--- src/rtl/kthanc_pkg.sv ---
package kthanc_pkg;

    localparam int NODES     = 1024;
    localparam int LEVELS    = 10;
    localparam int NODE_W    = 10;
    localparam int VALUE_W   = 10;
    localparam int LVL_W     = (LEVELS > 1) ? $clog2(LEVELS) : 1;
    localparam int S_TDATA_W = ((NODE_W + VALUE_W + 7) / 8) * 8;
    localparam int M_TDATA_W = ((NODE_W + 7) / 8) * 8;

    typedef enum logic
    {
        CMD_LOAD  = 1'b0,
        CMD_QUERY = 1'b1
    } cmd_t;

    typedef logic [NODE_W-1:0] node_t;
    typedef logic [LEVELS-1:0][NODE_W-1:0] row_t;

    typedef struct packed
    {
        logic             clr;
        logic             wr_en;
        node_t            wr_row;
        logic [LVL_W-1:0] wr_lvl;
        node_t            wr_data;
        logic             rd_en;
        node_t            rd_row;
    } mem_req_t;

    typedef struct packed
    {
        logic  valid;
        node_t ancestor;
    } result_t;

endpackage

--- src/rtl/kthanc_walk.sv ---
module kthanc_walk
(
    input  logic                      clk,
    input  logic                      rst_n,
    input  logic                      in_valid,
    output logic                      in_ready,
    input  kthanc_pkg::cmd_t          in_cmd,
    input  kthanc_pkg::node_t         in_node,
    input  logic [kthanc_pkg::VALUE_W-1:0] in_value,
    output kthanc_pkg::mem_req_t      req,
    input  kthanc_pkg::row_t          rd_data,
    output kthanc_pkg::result_t       res,
    input  logic                      res_ready
);
    import kthanc_pkg::*;

    typedef enum logic [3:0]
    {
        ST_CLEAR = 4'b0001,
        ST_IDLE  = 4'b0010,
        ST_RUN   = 4'b0100,
        ST_HOLD  = 4'b1000
    } state_t;

    state_t             state_reg, state_next;
    logic [LVL_W-1:0]   lvl_reg, lvl_next;
    node_t              cur_reg, cur_next;
    node_t              node_reg, node_next;
    logic [LEVELS-1:0]  k_reg, k_next;
    cmd_t               cmd_reg, cmd_next;
    node_t              clr_row_reg, clr_row_next;

    node_t              sel;
    node_t              parent;
    logic               node_ok;
    logic               in_node_ok;
    logic               last;

    assign in_ready   = (state_reg == ST_IDLE);
    assign node_ok    = (node_reg != '0) && (32'(node_reg) < NODES);
    assign in_node_ok = (in_node != '0) && (32'(in_node) < NODES);
    assign parent     = (32'(in_value) < NODES) ? NODE_W'(in_value) : '0;

    always_comb
    begin
        if (cmd_reg == CMD_LOAD)
        begin
            // The row being filled may be read back right after a write to it.
            sel  = (cur_reg == node_reg) ? cur_reg : rd_data[lvl_reg];
            last = (lvl_reg == LVL_W'(LEVELS - 2));
        end
        else
        begin
            sel  = k_reg[lvl_reg] ? rd_data[lvl_reg] : cur_reg;
            last = (lvl_reg == LVL_W'(LEVELS - 1));
        end
    end

    always_comb
    begin
        state_next   = state_reg;
        lvl_next     = lvl_reg;
        cur_next     = cur_reg;
        node_next    = node_reg;
        k_next       = k_reg;
        cmd_next     = cmd_reg;
        clr_row_next = clr_row_reg;
        req          = '0;
        res.valid    = 1'b0;
        res.ancestor = cur_reg;

        unique case (state_reg)
            ST_CLEAR:
            begin
                req.clr      = 1'b1;
                req.wr_row   = clr_row_reg;
                clr_row_next = clr_row_reg + NODE_W'(1);
                if (clr_row_reg == NODE_W'(NODES - 1))
                begin
                    state_next = ST_IDLE;
                end
            end
            ST_IDLE:
            begin
                if (in_valid)
                begin
                    cmd_next  = in_cmd;
                    node_next = in_node;
                    k_next    = LEVELS'(in_value);
                    lvl_next  = '0;
                    if (in_cmd == CMD_LOAD)
                    begin
                        cur_next     = parent;
                        req.wr_en    = in_node_ok;
                        req.wr_row   = in_node;
                        req.wr_lvl   = '0;
                        req.wr_data  = parent;
                        state_next   = (LEVELS > 1) ? ST_RUN : ST_IDLE;
                    end
                    else
                    begin
                        if ((32'(in_node) >= NODES) || ((32'(in_value) >> LEVELS) != 0))
                        begin
                            cur_next = '0;
                        end
                        else
                        begin
                            cur_next = in_node;
                        end
                        state_next = ST_RUN;
                    end
                    req.rd_en  = 1'b1;
                    req.rd_row = cur_next;
                end
            end
            ST_RUN:
            begin
                cur_next   = sel;
                req.rd_en  = 1'b1;
                req.rd_row = sel;
                if (cmd_reg == CMD_LOAD)
                begin
                    req.wr_en   = node_ok;
                    req.wr_row  = node_reg;
                    req.wr_lvl  = lvl_reg + LVL_W'(1);
                    req.wr_data = sel;
                end
                if (last)
                begin
                    state_next = (cmd_reg == CMD_LOAD) ? ST_IDLE : ST_HOLD;
                end
                else
                begin
                    lvl_next = lvl_reg + LVL_W'(1);
                end
            end
            ST_HOLD:
            begin
                res.valid = 1'b1;
                if (res_ready)
                begin
                    state_next = ST_IDLE;
                end
            end
            default:
            begin
                state_next = ST_CLEAR;
            end
        endcase
    end

    always_ff @(posedge clk or negedge rst_n)
    begin
        if (!rst_n)
        begin
            state_reg   <= ST_CLEAR;
            clr_row_reg <= '0;
            lvl_reg     <= '0;
            cmd_reg     <= CMD_LOAD;
        end
        else
        begin
            state_reg   <= state_next;
            clr_row_reg <= clr_row_next;
            lvl_reg     <= lvl_next;
            cmd_reg     <= cmd_next;
        end
    end

    always_ff @(posedge clk)
    begin
        cur_reg  <= cur_next;
        node_reg <= node_next;
        k_reg    <= k_next;
    end

endmodule

--- config.mk ---
export PLATFORM = sky130hd
export DESIGN_NAME = kthanc_walk
export DESIGN_NICKNAME = d
export VERILOG_FILES = /design/src/rtl/kthanc_pkg.sv /design/src/rtl/kthanc_walk.sv
export SDC_FILE = /design/constraint.sdc
export NUM_CORES = 1
export LEC_CHECK = 0
export ABC_AREA = 1
export BUFFER_PORTS_ARGS = -buffer_cell sky130_fd_sc_hd__buf_4
export CAP_MARGIN = 20
export CELL_PAD_IN_SITES_DETAIL_PLACEMENT = 1
export CELL_PAD_IN_SITES_GLOBAL_PLACEMENT = 1
export CORE_MARGIN = 8
export CORE_UTILIZATION = 35
export DETAILED_ROUTE_END_ITERATION = 10
export GPL_TIMING_DRIVEN = 1
export HOLD_SLACK_MARGIN = 0.02
export PLACE_DENSITY_LB_ADDON = 0.08
export REMOVE_ABC_BUFFERS = 1
export SLEW_MARGIN = 15
export SYNTH_ARGS = -nofsm -noshare
export SYNTH_HDL_FRONTEND = slang
export SYNTH_SLANG_ARGS = --single-unit
--- constraint.sdc ---
create_clock -name clk -period 5.9 [get_ports clk]
set_input_delay 1.77 -clock clk [delete_from_list [all_inputs] [get_ports clk]]
set_output_delay 1.77 -clock clk [all_outputs]
set_load 0.01 [all_outputs]
; ---- Word-level counts from Yosys, hierarchy flattened
; Index checks and enable logic that the tools add are counted.
[totals]
reg_bits = 49
in_bits = 125
out_inout_bits = 49
wordCells = 58
[classes]
n_addsub = 2
magnitude_cmp = 1
eq_ne = 13
mux = 28
n_reduce_logical = 7
[op_table]
columns = operator, n
row1 = $mux 10, 6
row2 = $mux 25, 2
row3 = $pmux 25 s2, 1
row4 = $bmux 10 s4, 1
row5 = $mux 36, 1
row6 = $pmux 10 s3, 1
row7 = $mux 4, 7
row8 = $pmux 10 s2, 1
row9 = $reduce_bool 10->1, 2
row10 = $pmux 4 s4, 1
row11 = $eq 4x4->1 const B, 3
row12 = $add 10x1->10 const B, 1
row13 = $eq 10x10->1, 1
row14 = $eq 10x10->1 const B, 1
row15 = $ne 2x2->1 const B, 5
row16 = $pmux 4 s2, 1
row17 = $lt 4x5->1 const B, 1
row18 = $add 4x1->4 const B, 1
row19 = $bmux 1 s4, 1
row20 = $eq 4x1->1 const B, 1
row21 = $eq 4x2->1 const B, 1
row22 = $eq 4x3->1 const B, 1
row23 = $mux 1, 4
row24 = $reduce_and 2->1, 2
row25 = other kinds (4), 4

; ---- Logic depth before layout (Yosys ltp)
; Gate-level depths: netlist of the first run.
[logic_depth]
word_depth = 6
depth_mapped = 12
depth_no_buf = 11

; ---- Least setup slack after synthesis of the first run
; No wires, ideal clock.
[synth_path]
path_type = input-to-output
startpoint = in in_valid
endpoint = out req[1] (netlist name)
t_arrival_ns = 3.022
required_time_ns = 4.130
slack_ns = 1.108
stages = 5
n_path_buf = 1
path_cell_list = inv_1 -> nor2_1 -> clkbuf_1 -> nand2_1 -> nand3_1
[synth_lines]
columns = item, line_no
row1 = "start, declared", kthanc_walk.sv:5  ; input logic in_valid,
row2 = "end, declared", kthanc_walk.sv:10  ; output kthanc_pkg::mem_req_t req,

==> results.md, run 1 <==
- Synthesis-to-finish area growth: 34.68%
- Power Dens Cells: 328.2 mW/mm^2
- # IOs: about 170
- Wire length per cell: around 17 um
- Post-cts sizing count: 0
- Chip height: 128.3 um
- Crit path capture type: output pin
- Final ANT Viol Nets: 0
- Final hold vios: 0
- Overall Power: between 0.0015 and 0.002 W
- Post-Syn Area: 0.004415 mm^2
- Area of the multi-input gates: ~0.0024 mm^2
- Clock root cell: clkbuf_16
- Maximum operating frequency: 203.2 MHz
- # rows: a little over 40
- Global router's overall resource usage: 21.36%
- Final period utilization: 83.39%
- Async SR Flop Fraction: ~39%
- H-tree Lvls: 2
- Number of CTS-inserted buffers: 5
- Initial core utilization: ~35%
- Final setup viols: 0
- Nets: just over 1000
- First-pass GRT wire length: 28400 um
- Dpl ws: 994.4 ps
- Slowest cell on crit path: inv_1
- Congestion Overflow GR: 0
- TritonCTS Sinks: 49
- GR Util met3: 3.453%
- Mean post-synth cell area: 6.032 um^2
- Met1 Track Usage GR: 26.34%
- Initial DRC count: 250
- Sequential Area: 0.001379 mm^2
- Synth Register Bits: 49
- Max Clock Skew: between 6 and 7 ps
- Vias in the first global route: between 5000 and 6000
- Final WL: 17950 um
- Number of enable flip-flop cells after synthesis: 30
- Static Leak: 3.321 nW
- Unique cell type count in the Yosys netlist: 33
- Type of origin of the critical path: input port
- Fill cells: approximately 1800
- Critical Path RT: 4130 ps
- Syn Inst Count: 732
- Max-Slew Margin vs Limit: 41.32%
- Largest net degree at the start of global routing: 56
- Fin Setup TNS: 0 ps
- Hold Buf Count CTS: 0
- Actual slew at the worst max-slew pin: 877.0 ps
- WS Path Type: in2out
- Global route hottest layer: met2
- CTS tree: built
- Sequential share of the synthesized area: 31.20%
- Port Buffers: between 150 and 200
- GR Layer Usage met2: between 30% and 40%
- Worst r2r src: lvl_reg[0]
- Max Slew Vio Count: 0
- CP startpoint: in_cmd
- Outcome: finished, final reports clean
- Skew-Pair Late Insertion Delay: 290 ps
- Clock tree buffer depth: 2
- Synth warnings: 0
- Critical path peak fanout: 20
- Hold WC Path Type: reg2reg
- Minimum clock period after layout: ~4900 ps
- Worst path buffer plus inverter count: 4
- Share of cells above drive strength 1: between 20% and 30%
- Crit-path max cell delay: ~450 ps
- Leading register cell type out of synthesis: edfxtp_1
- Antenna violations before repair: 0
- Core area: ~0.012 mm^2
- Post-synth top area cell: nand2_1
- Largest delay share family, worst path: buffers and inverters
- Final Wtd Congestion: around 0.86
- Max VDD drop: 174.9 uV
- Worst-path cell chain: buf_4 -> inv_1 -> nand2_1 -> clkinv_1 -> nand2_1 -> o221ai_1 -> buf_4
- CP arrival: ~3200 ps
- DRT Pass-1 Iters: 4
- DIE AREA: 0.01647 mm^2
- Via density: between 5 and 6
- Dpl hpwl: 14260 um
- Antenna diode count: 0
- CTS clk-pin slew, worst paths: 70 ps
- Vias post-DR: ~5300
- Max cap viols: 0
- Top cell type's share of synthesized area: 26.44%
- Final WS setup: 979.8 ps
- Main area contributors after synthesis: nand2_1 (26%), edfxtp_1 (20%), nand3_1 (14%), dfrtp_1 (10%), inv_1 (9.4%)
- Number of post-CTS setup repair buffers: 0
- Drt drc: 0
- Worst Hold Launch: clr_row_reg[3]
- Horiz. Die Dim: 128.3 um
- Unrepaired setup endpoints after global routing: false
## layout by cell type, fill, tap and decap left out, drive strengths merged, types with 7 or more instances in the layout
cell    synthesis  layout
edfxtp         30      30
nand2         312     312
o21ai          24      24
nand3         125     125
inv           113     113
clkbuf          8       7
o221ai         10      10
dfrtp          18      18
xor2            9       9
nor2           24      24
nand4          10      10
buf            29     183
## Yosys cell counts, types with 3 or more instances
cell type	number
nor2_1	23
buf_2	17
xor2_1	9
nand2_1	311
buf_6	6
dfrtp_1	18
o221ai_1	10
nand3_1	124
inv_1	111
clkbuf_1	8
o21ai_0	15
edfxtp_1	30
ha_1	3
nand4_1	10
buf_4	5
o21ai_1	9
## metal layers
layer,share of wire [%],vias up
li1,-,2614
met1,43,2547
met2,50,158
met3,5.4,15
met4,1.0,0
met5,0,-
## cell type report
cell class | count | share of cell area (%)
Inverter | 114 | 7.195
Timing Repair Buffer | 183 | 23.10
Tap cell | 172 | 3.619
Sequential cell | 49 | 23.19
Clock inverter | 1 | 0.1473
Clock buffer | 7 | 2.588
Multi-Input combinational cell | 532 | 40.16
## worst paths after layout
path	to	slack [ps]	cells after the start
setup / recovery	req[34]	980	7
hold / removal	clr_row_reg[3]	530	1
setup reg to reg	cur_reg[0]	3150	9
hold reg to reg	clr_row_reg[3]	530	1
max in group asynchronous	state_reg[0]	4290	1
min in group asynchronous	state_reg[1]	1350	1
## logic make-up (layout without fill, tap and decap cells)
logic type / after synthesis / in the layout / share of synthesized area (%)
compound gates: 41 / 41 / 5.752
xor+xnor: 10 / 10 / 1.984
fa+ha+maj: 3 / 3 / 0.8502
buf+inv: 151 / 305 / 14.76
flops: 49 / 49 / 31.20
simple gates: 478 / 478 / 45.45
## power by group
group	switching [W]	internal, W
combinational	0.000723	0.000392
sequential	0.0000849	0.000434
clock	0.000134	0.000184
## per-stage QoR
stage          cell area [um^2]  util, %  std cells  hold slack (ps)
3_3_place_gp               5784    46.40       1050            508.2
4_1_cts                    5947    47.71       1058            526.9
5_1_grt                    5947    47.71       1058            553.0
6_report                   5947    47.71       1058            526.6
3_5_place_dp               5784    46.40       1050            513.3
2_1_floorplan              4192        -        695            482.8
Power figures use the tool's default switching activity.
==> run 2, diff against run 1 <==
--- a/config.mk
+++ b/config.mk
@@ -11,7 +11,7 @@
 export CELL_PAD_IN_SITES_DETAIL_PLACEMENT = 1
 export CELL_PAD_IN_SITES_GLOBAL_PLACEMENT = 1
 export CORE_MARGIN = 8
-export CORE_UTILIZATION = 35
+export CORE_UTILIZATION = 30
 export DETAILED_ROUTE_END_ITERATION = 10
 export GPL_TIMING_DRIVEN = 1
 export HOLD_SLACK_MARGIN = 0.02
==> constraint.sdc (replaced) <==
create_clock -name clk -period 4.3 [get_ports clk]
set_input_delay 1.29 -clock clk [delete_from_list [all_inputs] [get_ports clk]]
set_output_delay 1.29 -clock clk [all_outputs]
set_load 0.01 [all_outputs]
==> run 2 against run 1 <==
Compared with the run above: via count rose by 1.0%; critical path depth did not move; clock skew rose by 1.0 ps; total power rose by 40%; worst setup slack got worse by 660 ps; largest cell class unchanged; largest power group unchanged.
==> results.md, run 2 (same netlist as run 1, synthesis figures left out) <==
- Unrepaired setup endpoints after global routing: false
- Outcome: finished, final reports clean
- First-pass GRT wire length: 29550 um
- Max-Slew Margin vs Limit: between 60% and 70%
- Core area: 0.01448 mm^2
- Hold Buf Count CTS: 0
- Worst Hold Launch: clr_row_reg[3]
- Final period utilization: 92.54%
- Max VDD drop: 149.1 uV
- DP Area: between 0.005 and 0.006 mm^2
- Initial DRC count: 391
- Congestion Overflow GR: 0
- Final ANT Viol Nets: 0
- Critical Path RT: 3010 ps
- Horiz. Die Dim: 137.3 um
- Post-cts sizing count: 0
- CTS clk-pin slew, worst paths: 70 ps
- Antenna violations before repair: 0
- Slowest cell on crit path: clkinv_1
- CTS tree: built
- CP startpoint: in_cmd
- Vias in the first global route: between 5000 and 6000
- CP arrival: 2690 ps
- Cells after DPL: between 1000 and 1500
- Share of cells above drive strength 1: 23.01%
- Synthesis-to-finish area growth: 35.87%
- Largest net degree at the start of global routing: 49
- Number of post-CTS setup repair buffers: 0
- Final WL: 18890 um
- TritonCTS Sinks: 49
- Drt drc: 0
- Nets: 1018
- Final Wtd Congestion: 0.9096
- Critical path peak fanout: 9
- Chip height: ~140 um
- Clock tree buffer depth: 2
- Dpl hpwl: 15030 um
- Dpl ws: slightly above 400 ps
- H-tree Lvls: 2
- Most frequent cells in the layout: nand2_1 (311), buf_4 (188), nand3_1 (124), inv_1 (111), edfxtp_1 (30)
- Static Leak: 3.346 nW
- DIE AREA: about 0.019 mm^2
- Final setup viols: 0
- Crit-path max cell delay: 380 ps
- Design area: 0.006000 mm^2
- Max Clock Skew: 7.721 ps
- Final hold vios: 0
- Max Slew Vio Count: 0
- Worst r2r src: lvl_reg[3]
- Minimum clock period after layout: 3979 ps
- Hold WC Path Type: reg2reg
- Actual slew at the worst max-slew pin: 561.8 ps
- Via density: 5.012
- Initial core utilization: 30.50%
- Commonest non-fill, non-tap cell in the layout: nand2_1
- Non-Filler Instances: 1075
- Port Buffers: 173
- Type of origin of the critical path: input port
- # IOs: ~170
- Vias post-DR: 5388
- Final WS setup: 320.6 ps
- Global router's overall resource usage: 19.88%
- Skew-Pair Late Insertion Delay: 300 ps
- Wire length per cell: 17.57 um
- Max cap viols: 0
- Worst-path cell chain: buf_4 -> inv_1 -> nand2_1 -> clkinv_1 -> nand2_1 -> o221ai_1 -> buf_4
- Crit path capture type: output pin
- Antenna diode count: 0
- Number of CTS-inserted buffers: 5
- Power Dens Cells: ~460 mW/mm^2
- Maximum operating frequency: approximately 250 MHz
- Clock root cell: clkbuf_16
- DRT Pass-1 Iters: 4
- WS Path Type: in2out
- # rows: 44
run 2: changes by cell type in the layout (fill, tap and decap cells not counted):
cell       change
buf_4          +5
bufinv_16      +1
clkbuf_16      -1
clkinv_1       +1
clkinv_4       -1
run 2: report_power, final:
group | internal, W | switching [W]
clock | 0.000274 | 0.000187
sequential | 0.000596 | 0.000102
combinational | 0.000547 | 0.00102
run 2: final cells by class:
class	count	area, um^2
fillers	1950	8479
clock inverters	2	33.78
well taps	184	230.2
repair buffers	188	1411
multi-input cells	532	2389
clock buffers	6	128.9
flip-flops and latches	49	1379
inverters	114	427.9
run 2: worst paths after layout:
kind                             endpoint  slack [ps]  cells after the start
setup / recovery                  req[25]         320                      7
hold / removal             clr_row_reg[3]         540                      1
setup reg to reg               cur_reg[0]        1840                      8
hold reg to reg            clr_row_reg[3]         540                      1
max in group asynchronous    state_reg[0]        3160                      1
min in group asynchronous      lvl_reg[1]         860                      1
run 2: critical path: cells and delay by family:
kind	cells	cell delay, ps
AO/OA/AOI/OAI	1	120
buffers and inverters	4	810
AND/OR/NAND/NOR	2	450
run 2: per-layer routing:
layer | wire length, um | track usage, %
met5 | 0 | 0
met4 | 265 | 4.043
met3 | 878 | 3.246
met2 | 9562 | 35.32
met1 | 8182 | 24.71
run 2: through the flow:
stage / setup TNS [ps] / total power [W] / hold WS [ps] / util [%]
finish: 0 / 0.002730 / 539.0 / 41.44
CTS: 0 / 0.002751 / 530.5 / 41.44
detailed placement: 0 / 0.002291 / 519.6 / 40.31
floorplan: -5904 / 0.001650 / 482.8 / -
global route: 0 / 0.002992 / 566.0 / 41.44
global placement: 0 / 0.002240 / 507.8 / 40.31
==> run 3, diff against run 2 <==
--- a/config.mk
+++ b/config.mk
@@ -8,10 +8,10 @@
 export ABC_AREA = 1
 export BUFFER_PORTS_ARGS = -buffer_cell sky130_fd_sc_hd__buf_4
 export CAP_MARGIN = 20
-export CELL_PAD_IN_SITES_DETAIL_PLACEMENT = 1
-export CELL_PAD_IN_SITES_GLOBAL_PLACEMENT = 1
+export CELL_PAD_IN_SITES_DETAIL_PLACEMENT = 2
+export CELL_PAD_IN_SITES_GLOBAL_PLACEMENT = 2
 export CORE_MARGIN = 8
-export CORE_UTILIZATION = 30
+export CORE_UTILIZATION = 22
 export DETAILED_ROUTE_END_ITERATION = 10
 export GPL_TIMING_DRIVEN = 1
 export HOLD_SLACK_MARGIN = 0.02
==> run 3 against run 2 <==
Compared with the run above: combinational power rose by 6%; global-route usage fell by 2.4 points; highest routed layer unchanged; maximum frequency rose by 3.5%.
==> results.md, run 3 (same netlist as run 1, synthesis figures left out) <==
- Vias post-DR: ~5400
- Type of origin of the critical path: register
- CTS clk-pin slew, worst paths: about 70 ps
- Synthesis-to-finish area growth: 39.44%
- Design area: 0.006157 mm^2
- # IOs: 174
- Global router's overall resource usage: 17.44%
- Static Leak: 3.377 nW
- Share of cells above drive strength 1: 23.58%
- Initial DRC count: 129
- H-tree Lvls: 2
- DP Area: between 0.005 and 0.006 mm^2
- Drt drc: 0
- Clock tree buffer depth: 2
- Number of post-CTS setup repair buffers: 0
- Antenna violations before repair: 0
- Largest net degree at the start of global routing: 39
- Final WL: 21760 um
- Max cap viols: 0
- Most frequent cells in the layout: nand2_1 (311), buf_4 (191), nand3_1 (124), inv_1 (111), edfxtp_1 (30)
- Final hold vios: 0
- Horiz. Die Dim: 157.7 um
- Power Dens Cells: 458.2 mW/mm^2
- Non-Filler Instances: 1165
- Initial core utilization: 22.11%
- Skew-Pair Late Insertion Delay: 300 ps
- Core area: 0.01997 mm^2
- Clock root cell: clkbuf_16
- Max-Slew Margin vs Limit: 58.62%
- Unrepaired setup endpoints after global routing: false
- Critical path peak fanout: 22
- Antenna diode count: 0
- CP arrival: 2550 ps
- Hold Buf Count CTS: 0
- Minimum clock period after layout: ~3800 ps
- Number of CTS-inserted buffers: 5
- Chip height: 157.7 um
- # rows: 52
- Dpl hpwl: 17710 um
- Final setup viols: 0
- Vias in the first global route: 5926
- Port Buffers: ~170
- DRT Pass-1 Iters: 4
- WS Path Type: reg2out
- Fill cells: 2490
- CTS tree: built
- Cells after DPL: around 1200
- Final Wtd Congestion: approximately 0.84
- Hold WC Path Type: reg2reg
- Critical Path RT: about 3000 ps
- Post-cts sizing count: 0
- Final ANT Viol Nets: 0
- Max Clock Skew: 6.640 ps
- Via density: between 4 and 5
- First-pass GRT wire length: 33900 um
- Wire length per cell: about 19 um
- Outcome: finished, final reports clean
- DIE AREA: 0.02486 mm^2
- Overall Power: 0.002821 W
- Crit path capture type: output pin
- Max Slew Vio Count: 0
- Maximum operating frequency: around 260 MHz
- TritonCTS Sinks: 49
- Commonest non-fill, non-tap cell in the layout: nand2_1
- Actual slew at the worst max-slew pin: ~620 ps
- Final period utilization: 89.41%
- Congestion Overflow GR: 0
- Max VDD drop: around 200 uV
- Nets: between 1000 and 1500
run 3: cell count changes in the layout (fill, tap and decap cells not counted):
| cell | previous run | this run |
|---|---|---|
| clkbuf_8 | 0 | 1 |
| clkinv_1 | 2 | 1 |
| buf_12 | 0 | 1 |
| buf_4 | 188 | 191 |
| bufinv_16 | 1 | 0 |
| inv_4 | 0 | 1 |
| clkbuf_1 | 1 | 0 |
| clkbuf_16 | 5 | 6 |
run 3: layer usage:
metal	global-route usage (%)	up-vias	wire, um
met5	0	-	0
met4	2.947	0	175
met3	2.812	11	1047
met2	31.72	132	10780
met1	21.38	2581	9763
li1	-	2629	-
run 3: through the flow:
step                util [%]  TNS, ps  worst slack (ps)  hold WS, ps
global placement       29.97        0             493.2        533.8
floorplan                  -    -5904            -443.1        482.8
CTS                    30.83        0             378.9        539.1
global route           30.83        0             234.5        564.6
finish                 30.83        0             455.4        539.2
detailed placement     29.97        0             477.6        524.9
run 3: final cells by class:
| cell class | count | area, um^2 | share of cell area, % |
|---|---|---|---|
| multi-input combinational | 532 | 2389 | 38.79 |
| timing repair buffer | 192 | 1454 | 23.61 |
| sequential | 49 | 1379 | 22.39 |
| inverter | 114 | 427.9 | 6.950 |
| tap | 270 | 337.8 | 5.487 |
| clock buffer | 7 | 163.9 | 2.662 |
| clock inverter | 1 | 6.256 | 0.1016 |
run 3: worst paths after layout:
kind | start | to | slack, ps | depth (start not counted)
setup / recovery | lvl_reg[1] | req[2] | 460 | 10
hold / removal | clr_row_reg[3] | clr_row_reg[3] | 540 | 1
setup reg to reg | lvl_reg[1] | cur_reg[4] | 1920 | 9
hold reg to reg | clr_row_reg[3] | clr_row_reg[3] | 540 | 1
max in group asynchronous | rst_n | state_reg[0] | 3170 | 1
min in group asynchronous | rst_n | lvl_reg[2] | 850 | 1
run 3: critical path, cell delays in order, from the launching register on:
cell	delay [ps]
dfrtp_1	550
inv_2	450
nand3_1	140
nand3_1	100
nand3_1	90
buf_4	200
nand2_2	220
nand2_1	110
nand3_1	130
nand3_1	100
buf_4	150
run 3: where the power goes:
group | leakage [nW] | internal, W | switching (W)
Clock | 0.0856 | 0.000268 | 0.000195
Combinational | 2.78 | 0.000573 | 0.00108
Sequential | 0.513 | 0.000596 | 0.000105
Total | 3.38 | 0.00144 | 0.00138
